--- config.mk ---
export PLATFORM = sky130hd
export DESIGN_NAME = voice_slot_allocator_core
export DESIGN_NICKNAME = d
export VERILOG_FILES = /design/src/hdl/vsa_pkg.sv /design/src/hdl/vsa_ram.sv /design/src/hdl/vsa_gain.sv /design/src/hdl/vsa_alloc.sv /design/src/hdl/voice_slot_allocator_core.sv
export SDC_FILE = /design/constraint.sdc
export NUM_CORES = 2
export LEC_CHECK = 0
export BUFFER_PORTS_ARGS = -buffer_cell sky130_fd_sc_hd__buf_2
export CORE_MARGIN = 4
export CORE_UTILIZATION = 40
export DETAILED_ROUTE_END_ITERATION = 16
export PLACE_DENSITY = 0.61
export SETUP_SLACK_MARGIN = 0.02
export SLEW_MARGIN = 20
export SYNTH_ARGS = -nofsm -noshare
export SYNTH_HDL_FRONTEND = slang
export SYNTH_HIERARCHICAL = 1
export SYNTH_SLANG_ARGS = --single-unit
--- constraint.sdc ---
create_clock -name clk -period 13.9 [get_ports clk]
set_input_delay 0 -clock clk [delete_from_list [all_inputs] [get_ports clk]]
set_output_delay 0 -clock clk [all_outputs]
set_load 0.05 [all_outputs]
--- src/hdl/vsa_pkg.sv ---
// Package for the voice slot allocator: field widths, payload structs,
// register indexes and controller states. No dependencies.
package vsa_pkg;

	// Pool geometry
	localparam int VOICES  = 16;
	localparam int SLOT_W  = $clog2(VOICES);
	localparam int POOL_W  = $clog2(VOICES + 1);

	// Field widths fixed by the interface
	localparam int LIMIT_W = 7;
	localparam int GAIN_W  = 16;
	localparam int CLIP_W  = 16;
	localparam int TIME_W  = 32;
	localparam int IDX_W   = 6;
	localparam int PROD_W  = 2 * GAIN_W;
	localparam int FRAC_W  = 12;
	localparam int CFG_W   = 16;

	// Reset values of the configuration registers
	localparam logic [LIMIT_W-1:0]       LIMIT_RESET = LIMIT_W'(16);
	localparam logic signed [GAIN_W-1:0] MGAIN_RESET = GAIN_W'(4096);

	// Register indexes on the configuration port
	localparam logic CFG_VOICE_LIMIT = 1'b0;
	localparam logic CFG_MASTER_GAIN = 1'b1;

	// Command codes
	localparam logic CMD_PLAY   = 1'b0;
	localparam logic CMD_FINISH = 1'b1;

	typedef struct packed {
		logic                     cmd;
		logic [CLIP_W-1:0]        clip_id;
		logic signed [GAIN_W-1:0] req_gain;
		logic [TIME_W-1:0]        now_time;
		logic [IDX_W-1:0]         done_slot;
	} req_item_t;

	typedef struct packed {
		logic                     accepted;
		logic [IDX_W-1:0]         voice_slot;
		logic                     stolen;
		logic [CLIP_W-1:0]        play_clip;
		logic signed [GAIN_W-1:0] play_gain;
	} rsp_item_t;

	// Gain unit status toward the controller
	typedef struct packed {
		logic                     nonpos;
		logic signed [GAIN_W-1:0] gain;
	} gain_res_t;

	typedef enum logic [2:0] {
		ST_IDLE,
		ST_MUL,
		ST_DECIDE,
		ST_SCAN,
		ST_SCAN_LAST,
		ST_WRITE,
		ST_OUT
	} vsa_state_t;

endpackage

--- src/hdl/vsa_ram.sv ---
// Generic simple dual-port RAM: one write port, one read port with
// registered read data. No dependencies.
module vsa_ram #(
	parameter int WIDTH = 32,
	parameter int DEPTH = 16
) (
	input  logic                     clk,
	input  logic                     we,
	input  logic [$clog2(DEPTH)-1:0] waddr,
	input  logic [WIDTH-1:0]         wdata,
	input  logic [$clog2(DEPTH)-1:0] raddr,
	output logic [WIDTH-1:0]         rdata
);

	logic [WIDTH-1:0] mem [DEPTH];

	// Write port, and a read port with registered read data
	always_ff @(posedge clk) begin
		if (we) begin
			mem[waddr] <= wdata;
		end
		rdata <= mem[raddr];
	end

endmodule

--- src/hdl/vsa_gain.sv ---
// Gain unit: registered Q4.12 multiply, then round half up and saturate.
// Depends on vsa_pkg.
module vsa_gain import vsa_pkg::*; (
	input  logic                     clk,
	input  logic signed [GAIN_W-1:0] req_gain,
	input  logic signed [GAIN_W-1:0] master_gain,
	output gain_res_t                res
);

	logic signed [PROD_W-1:0] prod_s1;
	logic signed [PROD_W-1:0] rnd;
	logic                     sat;

	// Register the exact Q8.24 product
	always_ff @(posedge clk) begin
		prod_s1 <= req_gain * master_gain;
	end

	// Round half up; the value is only used when the product is positive
	always_comb begin
		rnd = prod_s1 + PROD_W'(1 << (FRAC_W - 1));
		sat = |rnd[PROD_W-2:FRAC_W+GAIN_W-1];
		res.nonpos = prod_s1[PROD_W-1] || (prod_s1 == '0);
		res.gain = sat ? GAIN_W'(16'sh7FFF) : rnd[FRAC_W+GAIN_W-1:FRAC_W];
	end

endmodule

--- src/hdl/vsa_alloc.sv ---
// Allocation controller: playing flags, pool size, start stamp RAM,
// oldest-stamp scan and the result register. Depends on vsa_pkg, vsa_ram.
module vsa_alloc import vsa_pkg::*; (
	input  logic                      clk,
	input  logic                      arst_n,
	input  logic                      req_valid,
	output logic                      req_ready,
	input  req_item_t                 req,
	output logic                      rsp_valid,
	input  logic                      rsp_ready,
	output rsp_item_t                 rsp,
	input  logic [LIMIT_W-1:0]        voice_limit,
	output logic signed [GAIN_W-1:0]  cur_gain,
	input  gain_res_t                 gain_res
);

	vsa_state_t          state_q, state_nx;
	req_item_t           item_q;
	rsp_item_t           res_q;
	logic [VOICES-1:0]   playing_q;
	logic [POOL_W-1:0]   pool_q;
	logic [SLOT_W-1:0]   slot_q;
	logic                stolen_q;
	logic [SLOT_W-1:0]   scan_q;
	logic                cmp_vld_q;
	logic [SLOT_W-1:0]   cmp_idx_q;
	logic [TIME_W-1:0]   oldest_q;
	logic [TIME_W-1:0]   stamp_rd;

	logic                reject;
	logic                idle_hit;
	logic [SLOT_W-1:0]   idle_idx;
	logic [LIMIT_W-1:0]  cap;
	logic                can_grow;
	logic                scan_last;
	logic                fin_hit;
	logic                out_free;
	logic                ram_we;

	assign cur_gain = item_q.req_gain;

	// Stamp store; writes and scan reads never fall in the same cycle
	vsa_ram #(.WIDTH(TIME_W), .DEPTH(VOICES)) u_stamp (
		.clk   (clk),
		.we    (ram_we),
		.waddr (slot_q),
		.wdata (item_q.now_time),
		.raddr (scan_q),
		.rdata (stamp_rd)
	);

	// Find the lowest idle slot inside the pool
	always_comb begin
		idle_hit = 1'b0;
		idle_idx = '0;
		for (int i = VOICES - 1; i >= 0; i--) begin
			if (POOL_W'(i) < pool_q && !playing_q[i]) begin
				idle_hit = 1'b1;
				idle_idx = SLOT_W'(i);
			end
		end
	end

	// Pool growth, rejection and scan end
	always_comb begin
		cap       = (voice_limit < LIMIT_W'(VOICES)) ? voice_limit : LIMIT_W'(VOICES);
		can_grow  = LIMIT_W'(pool_q) < cap;
		reject    = gain_res.nonpos || (item_q.clip_id == '0);
		scan_last = (POOL_W'(scan_q) == POOL_W'(pool_q - POOL_W'(1)));
		fin_hit   = item_q.done_slot < IDX_W'(pool_q);
		out_free  = !rsp_valid || rsp_ready;
	end

	// Next state
	always_comb begin
		state_nx = state_q;
		case (state_q)
			ST_IDLE:      if (req_valid) state_nx = ST_MUL;
			ST_MUL:       state_nx = ST_DECIDE;
			ST_DECIDE: begin
				if (item_q.cmd == CMD_FINISH) begin
					state_nx = ST_IDLE;
				end else if (reject) begin
					state_nx = ST_OUT;
				end else if (idle_hit || can_grow) begin
					state_nx = ST_WRITE;
				end else begin
					state_nx = ST_SCAN;
				end
			end
			ST_SCAN:      if (scan_last) state_nx = ST_SCAN_LAST;
			ST_SCAN_LAST: state_nx = ST_WRITE;
			ST_WRITE:     state_nx = ST_OUT;
			ST_OUT:       if (out_free) state_nx = ST_IDLE;
			default:      state_nx = ST_IDLE;
		endcase
	end

	// Handshake and RAM strobes
	always_comb begin
		req_ready = (state_q == ST_IDLE);
		ram_we    = (state_q == ST_WRITE);
	end

	// Control state
	always_ff @(posedge clk or negedge arst_n) begin
		if (!arst_n) begin
			state_q   <= ST_IDLE;
			playing_q <= '0;
			pool_q    <= '0;
			cmp_vld_q <= 1'b0;
			rsp_valid <= 1'b0;
		end else begin
			state_q   <= state_nx;
			cmp_vld_q <= (state_q == ST_SCAN);
			// A finish event inside the pool clears its flag; a grown pool counts up; a new voice sets its flag
			if (state_q == ST_DECIDE && item_q.cmd == CMD_FINISH && fin_hit) begin
				playing_q[item_q.done_slot[SLOT_W-1:0]] <= 1'b0;
			end
			if (state_q == ST_DECIDE && item_q.cmd == CMD_PLAY && !reject
					&& !idle_hit && can_grow) begin
				pool_q <= pool_q + POOL_W'(1);
			end
			if (state_q == ST_WRITE) begin
				playing_q[slot_q] <= 1'b1;
			end
			// Hold the result until the transfer
			if (state_q == ST_OUT && out_free) begin
				rsp_valid <= 1'b1;
			end else if (rsp_ready) begin
				rsp_valid <= 1'b0;
			end
		end
	end

	// Payload and scan registers
	always_ff @(posedge clk) begin
		if (req_valid && req_ready) begin
			item_q <= req;
		end
		cmp_idx_q <= scan_q;
		case (state_q)
			ST_DECIDE: begin
				scan_q   <= '0;
				oldest_q <= item_q.now_time;
				stolen_q <= 1'b0;
				res_q    <= '0;
				if (idle_hit) begin
					slot_q <= idle_idx;
				end else if (can_grow) begin
					slot_q <= SLOT_W'(pool_q);
				end else begin
					slot_q   <= '0;
					stolen_q <= 1'b1;
				end
			end
			ST_SCAN: begin
				scan_q <= scan_q + SLOT_W'(1);
			end
			ST_WRITE: begin
				res_q.accepted   <= 1'b1;
				res_q.voice_slot <= IDX_W'(slot_q);
				res_q.stolen     <= stolen_q;
				res_q.play_clip  <= item_q.clip_id;
				res_q.play_gain  <= gain_res.gain;
			end
			default: ;
		endcase
		// Keep the strictly oldest stamp, lowest index on ties
		if (cmp_vld_q && stamp_rd < oldest_q) begin
			oldest_q <= stamp_rd;
			slot_q   <= cmp_idx_q;
		end
		if (state_q == ST_OUT && out_free) begin
			rsp <= res_q;
		end
	end

endmodule

--- src/hdl/voice_slot_allocator_core.sv ---
// Voice slot allocator top level: configuration registers, gain unit and
// allocation controller. Depends on vsa_pkg, vsa_gain, vsa_alloc.
//
// Usage: items enter on req (valid/ready). A play request yields one result
// on rsp (valid/ready); a finish event yields none. Register writes arrive on
// cfg (index 0 voice_limit, index 1 master_gain, always ready) and are to be
// made only while the block is idle; the block itself does not enforce this.
// Sequence: after the request transfer the controller steps through
// ST_MUL, ST_DECIDE, ST_WRITE and ST_OUT when an idle slot is found or the
// pool grows; a rejected request skips ST_WRITE. Stealing adds an
// oldest-stamp scan through the stamp RAM read port, one slot per cycle,
// over the pool in ST_SCAN, closed by ST_SCAN_LAST, before ST_WRITE. Only
// one item is in flight; a finish event returns to idle from ST_DECIDE.
// Reset clears the playing flags, the pool size and rsp_valid, returns to idle
// and loads voice_limit 16 and master_gain 1.0; no clearing pass is needed.
// A stalled receiver holds the result in the output register; the next
// request is still taken, and its result waits until that register frees.
module voice_slot_allocator_core import vsa_pkg::*; (
	input  logic              clk,
	input  logic              arst_n,
	input  logic              req_valid,
	output logic              req_ready,
	input  req_item_t         req,
	output logic              rsp_valid,
	input  logic              rsp_ready,
	output rsp_item_t         rsp,
	input  logic              cfg_valid,
	output logic              cfg_ready,
	input  logic              cfg_index,
	input  logic [CFG_W-1:0]  cfg_data
);

	logic [LIMIT_W-1:0]       voice_limit_q;
	logic signed [GAIN_W-1:0] master_gain_q;
	logic signed [GAIN_W-1:0] cur_gain;
	gain_res_t                gain_res;

	assign cfg_ready = 1'b1;

	// Configuration writes; a zero voice limit is dropped
	always_ff @(posedge clk or negedge arst_n) begin
		if (!arst_n) begin
			voice_limit_q <= LIMIT_RESET;
			master_gain_q <= MGAIN_RESET;
		end else if (cfg_valid && cfg_ready) begin
			case (cfg_index)
				CFG_VOICE_LIMIT: begin
					if (cfg_data[LIMIT_W-1:0] != '0) begin
						voice_limit_q <= cfg_data[LIMIT_W-1:0];
					end
				end
				CFG_MASTER_GAIN: master_gain_q <= cfg_data[GAIN_W-1:0];
				default: ;
			endcase
		end
	end

	vsa_gain u_gain (
		.clk         (clk),
		.req_gain    (cur_gain),
		.master_gain (master_gain_q),
		.res         (gain_res)
	);

	vsa_alloc u_alloc (
		.clk         (clk),
		.arst_n      (arst_n),
		.req_valid   (req_valid),
		.req_ready   (req_ready),
		.req         (req),
		.rsp_valid   (rsp_valid),
		.rsp_ready   (rsp_ready),
		.rsp         (rsp),
		.voice_limit (voice_limit_q),
		.cur_gain    (cur_gain),
		.gain_res    (gain_res)
	);

endmodule
==> parameters.txt <==
Parameter                              Value

Outcome
  Outcome ... finished, final reports clean

Cells and area
  Net count, final ... 3509
  P&R area growth vs syn ... 14.8%
  Reg area ... 23600 µm²
  Layout cell share with drive strength beyond 1 ... 16.9%
  Utilization after layout ... 46.4%
  Area taken by multi-input logic gates ... 15900 µm²
  Most common library cell in the layout ignoring fill and taps ... sky130_fd_sc_hd__edfxtp_1
  Top library cells by usage in the layout, fill and taps aside ... 700 x sky130_fd_sc_hd__edfxtp_1, 364 x sky130_fd_sc_hd__inv_1, 262 x sky130_fd_sc_hd__fa_1
  Fill cells ... 8965

Synthesis
  Synth Register Bits ... 817
  Avg Inst Size Synth ... 14.8 µm²
  Most used DFF post-synth ... sky130_fd_sc_hd__edfxtp_1
  Unique masters post-synth ... 83
  Summed instance area of the synthesized netlist ... 41300 µm²
  Synthesized instance count ... 2787
  Number of warnings issued by yosys ... 6
  Register area share after synthesis ... 57.1%
  Post-synth EDFFs ... 700
  Synth async-reset ratio ... 6.00%

Setup path
  Classification of the worst setup path ... reg2reg
  Endpoint type of the worst setup path ... register
  Arrival @ worst endpoint ... 7.34 ns
  Worst R2R Start ... u_alloc/cur_gain[7]
  Crit path max fanout ... 16
  Required arrival time at the worst endpoint ... 14.41 ns
  Worst setup path startpoint ... u_alloc/cur_gain[7]
  Worst Reg-to-Reg Cells ... 19
  Startpoint kind of the worst setup timing path ... register

CTS
  Post-CTS Setup Repair Bufs ... 0
  Clock transition at path regs ... 0.06 ns
  Number of clock sinks seen by CTS ... 817
  Buffers from clock root to sink, at most ... 3
  TritonCTS clock tree ... done
  Clock tree root driver cell ... sky130_fd_sc_hd__clkbuf_16
  Number of H-tree branching levels ... 3
  Cts bufs inserted ... 85
  Clock insertion delay at the later pin of the skew report ... 0.67 ns

Placement
  RePlAce Congestion ... 0.847
  Placed wire-length estimate after detailed placement ... 58700 µm
  Input/output buffers ... 132

Power and ir drop
  Switching fraction of total power ... 41.3%
  Peak VDD IR ... 0.525 mV
  Combinational Power Share ... 56.3%
  Sequential power share ... 24.5%
  Clock group share of total power ... 19.3%
  Internal cell power ... 6.89 mW
  Power per unit of standard cell area ... 247 nW/µm²
  Lkg Pwr ... 17.7 nW
  P_sw ... 4.84 mW

Timing
  Final number of hold-violating endpoints ... 0
  Max Freq ... 0.146 GHz
  Worst setup skew after layout ... 0.0492 ns
  Unrepaired setup endpoints after global routing ... no
  Number of failing setup endpoints in the final timing report ... 0
  Share of the clock period used by the worst path after layout ... 49.1%
  Slew Viols, Final ... 0
  Final critical-path required period ... 6.83 ns
  Actual transition at the worst max-transition pin ... 1.09 ns
  Aggregate negative setup slack ... 0 ns
  Headroom to the max-slew limit ... 27.4%

Routing
  DRC ... 0
  1st-iter DRT viols ... 1551
  Total vias in the final route ... 23270
  Vias per inst ... 5.21
  Number of search-and-repair iterations in the first detailed-routing pass ... 5
  Number of nets still failing antenna checks after routing ... 0
  Overall routed net length ... 95600 µm
  WL/cell ... 21.4 µm

Min path
  Min-Delay Path Class ... in2reg
  Hold path cells ... 2
  Critical hold path startpoint ... req[30]

Global route
  Wire length of the first global-routing pass ... 148000 µm
  Number of global-route vias before repair ... 24935
  Overall routing resource usage ... 17.9%
  Total gr overflow ... 0
  Largest net degree at the start of global routing ... 68
  Initial antenna violation count ... 1

Floorplan
  Die area ... 109000 µm²
  Die Y-Extent ... 329 µm
  Boundary Pins ... 136
  Area of the core ... 102000 µm²
  Total number of placement rows ... 117
  Die Span X ... 329 µm
  Initial standard-cell utilization of the core ... 40.4%

Run
  Number of violations of the max-capacitance limit ... 0
[registers in the layout, indices dropped and copies added, names as in the netlist]
signal,count
u_alloc/state_q,3
u_alloc/cmp_vld_q,1
u_alloc/item_q,55
u_alloc/stolen_q,1
u_alloc/u_stamp/rdata,32
u_alloc/rsp,38
u_alloc/cmp_idx_q,4
master_gain_q,16
u_gain/prod_s1,32
u_alloc/slot_q,4
u_alloc/rsp_valid,1
u_alloc/cur_gain,16
u_alloc/pool_q,5
voice_limit_q,7
u_alloc/scan_q,4
u_alloc/res_q,38
u_alloc/u_stamp/mem,512
u_alloc/oldest_q,32
u_alloc/playing_q,16
[metal layers]
layer | routed length, µm | share of wire [%] | vias to the layer above | GRT usage, %
met5 | 13 | 0.014 | - | 0
met4 | 2250 | 2.3 | 2 | 4.81
met3 | 4970 | 5.2 | 154 | 3.01
met2 | 48500 | 51 | 601 | 30.9
met1 | 39900 | 42 | 12174 | 23.5
li1 | - | - | 10339 | -
[logic make-up (layout without fill, tap and decap cells)]
| kind of cell | Yosys count | count (layout) | synth area share, % |
|---|---|---|---|
| compound gates | 259 | 259 | 4.57 |
| xor+xnor | 55 | 55 | 1.17 |
| fa+ha+maj | 388 | 388 | 16.5 |
| buf+inv | 485 | 796 | 4.78 |
| flops | 817 | 817 | 57.1 |
| mux | 182 | 182 | 8.44 |
| other cells | 3 | 5 | 0.0272 |
| simple gates | 598 | 598 | 7.38 |
[synthesized netlist by cell type, types with 5 or more instances]
library cell | n | area share [%]
sky130_fd_sc_hd__buf_4 | 29 | 0.53
sky130_fd_sc_hd__mux4_2 | 128 | 7.0
sky130_fd_sc_hd__a22o_1 | 14 | 0.30
sky130_fd_sc_hd__fa_1 | 262 | 13
sky130_fd_sc_hd__nor2_1 | 73 | 0.66
sky130_fd_sc_hd__and3_1 | 6 | 0.091
sky130_fd_sc_hd__a22oi_1 | 65 | 1.2
sky130_fd_sc_hd__a31oi_1 | 6 | 0.091
sky130_fd_sc_hd__nand3_1 | 38 | 0.46
sky130_fd_sc_hd__xnor2_1 | 39 | 0.83
sky130_fd_sc_hd__dfxtp_1 | 68 | 3.3
sky130_fd_sc_hd__o21ai_0 | 31 | 0.38
sky130_fd_sc_hd__nor4_1 | 15 | 0.23
sky130_fd_sc_hd__clkbuf_1 | 57 | 0.52
sky130_fd_sc_hd__buf_2 | 18 | 0.22
sky130_fd_sc_hd__nor2b_1 | 15 | 0.23
sky130_fd_sc_hd__ha_1 | 126 | 3.8
sky130_fd_sc_hd__o21a_1 | 5 | 0.091
sky130_fd_sc_hd__xor2_1 | 16 | 0.34
sky130_fd_sc_hd__edfxtp_1 | 700 | 51
sky130_fd_sc_hd__buf_1 | 11 | 0.10
sky130_fd_sc_hd__o2bb2ai_1 | 11 | 0.23
sky130_fd_sc_hd__nand4_1 | 15 | 0.23
sky130_fd_sc_hd__and2_1 | 159 | 2.4
sky130_fd_sc_hd__mux2_2 | 51 | 1.4
sky130_fd_sc_hd__nor3_1 | 15 | 0.18
sky130_fd_sc_hd__nand2b_1 | 17 | 0.26
sky130_fd_sc_hd__o31ai_1 | 9 | 0.16
sky130_fd_sc_hd__a21o_1 | 21 | 0.38
sky130_fd_sc_hd__o211ai_1 | 6 | 0.11
sky130_fd_sc_hd__a21oi_1 | 41 | 0.50
sky130_fd_sc_hd__inv_1 | 364 | 3.3
sky130_fd_sc_hd__a211oi_1 | 8 | 0.15
sky130_fd_sc_hd__nor3b_1 | 5 | 0.091
sky130_fd_sc_hd__nand2_1 | 212 | 1.9
sky130_fd_sc_hd__dfrtp_1 | 47 | 2.8
[what timing repair did]
action	CTS	global route
hold endpoints to repair	170	0
hold buffers	108	0
gates resized for setup	0	0
[per-stage QoR]
stage	hold slack, ns	worst slack (ns)	power (mW)	std cells	cell area, µm²
finish	0.0433	7.07	11.7	4468	47400
global route	0.0265	6.79	12.8	4467	47400
CTS	0.000496	7.07	11.8	4466	47400
detailed placement	0.178	7.07	9.50	4200	43500
global placement	0.176	7.13	9.44	4200	43500
floorplan	-0.296	7.65	8.00	2788	41300
[worst max-delay path, stage by stage, from the launching register on]
cell	delay, ns
sky130_fd_sc_hd__edfxtp_1	0.66
sky130_fd_sc_hd__and2_1	0.27
sky130_fd_sc_hd__fa_1	0.53
sky130_fd_sc_hd__inv_1	0.06
sky130_fd_sc_hd__fa_1	0.53
sky130_fd_sc_hd__inv_1	0.05
sky130_fd_sc_hd__fa_1	0.53
sky130_fd_sc_hd__fa_1	0.44
sky130_fd_sc_hd__fa_1	0.55
sky130_fd_sc_hd__inv_1	0.06
sky130_fd_sc_hd__fa_1	0.54
sky130_fd_sc_hd__inv_1	0.05
sky130_fd_sc_hd__ha_1	0.37
sky130_fd_sc_hd__a21o_1	0.22
sky130_fd_sc_hd__a2111o_1	0.37
sky130_fd_sc_hd__a21o_1	0.20
sky130_fd_sc_hd__a221o_1	0.39
sky130_fd_sc_hd__o21ai_2	0.24
sky130_fd_sc_hd__mux2i_1	0.10
sky130_fd_sc_hd__or4_1	0.54
[power by group through the flow]
| stage | sequential, mW | clock, mW | combinational [mW] |
|---|---|---|---|
| 3_3_place_gp | 2.92 | 0 | 6.52 |
| 4_1_cts | 2.87 | 2.32 | 6.66 |
| 6_report | 2.87 | 2.26 | 6.60 |
| 5_1_grt | 2.88 | 2.43 | 7.47 |
| 2_1_floorplan | 2.88 | 0 | 5.12 |
| 3_5_place_dp | 2.92 | 0 | 6.58 |
[area by class of cell]
type                    count  area share, %
diodes                      1        0.00527
clock inverters            37          0.870
well taps                1368           3.61
flip-flops and latches    817           49.8
multi-input cells        1486           33.5
inverters                 367           2.90
repair buffers            271           4.20
clock buffers             121           5.15
[final timing paths]
check                                            end  slack (ns)
min in group asynchronous       u_alloc/playing_q[2]        0.06
worst min-delay path              u_alloc/item_q[30]        0.04
worst max register to register    u_gain/prod_s1[28]        7.07
worst min register to register       u_alloc/rsp[25]        0.41
max in group asynchronous           master_gain_q[1]       13.30
worst max-delay path              u_gain/prod_s1[28]        7.07
Power figures use the tool's default switching activity.
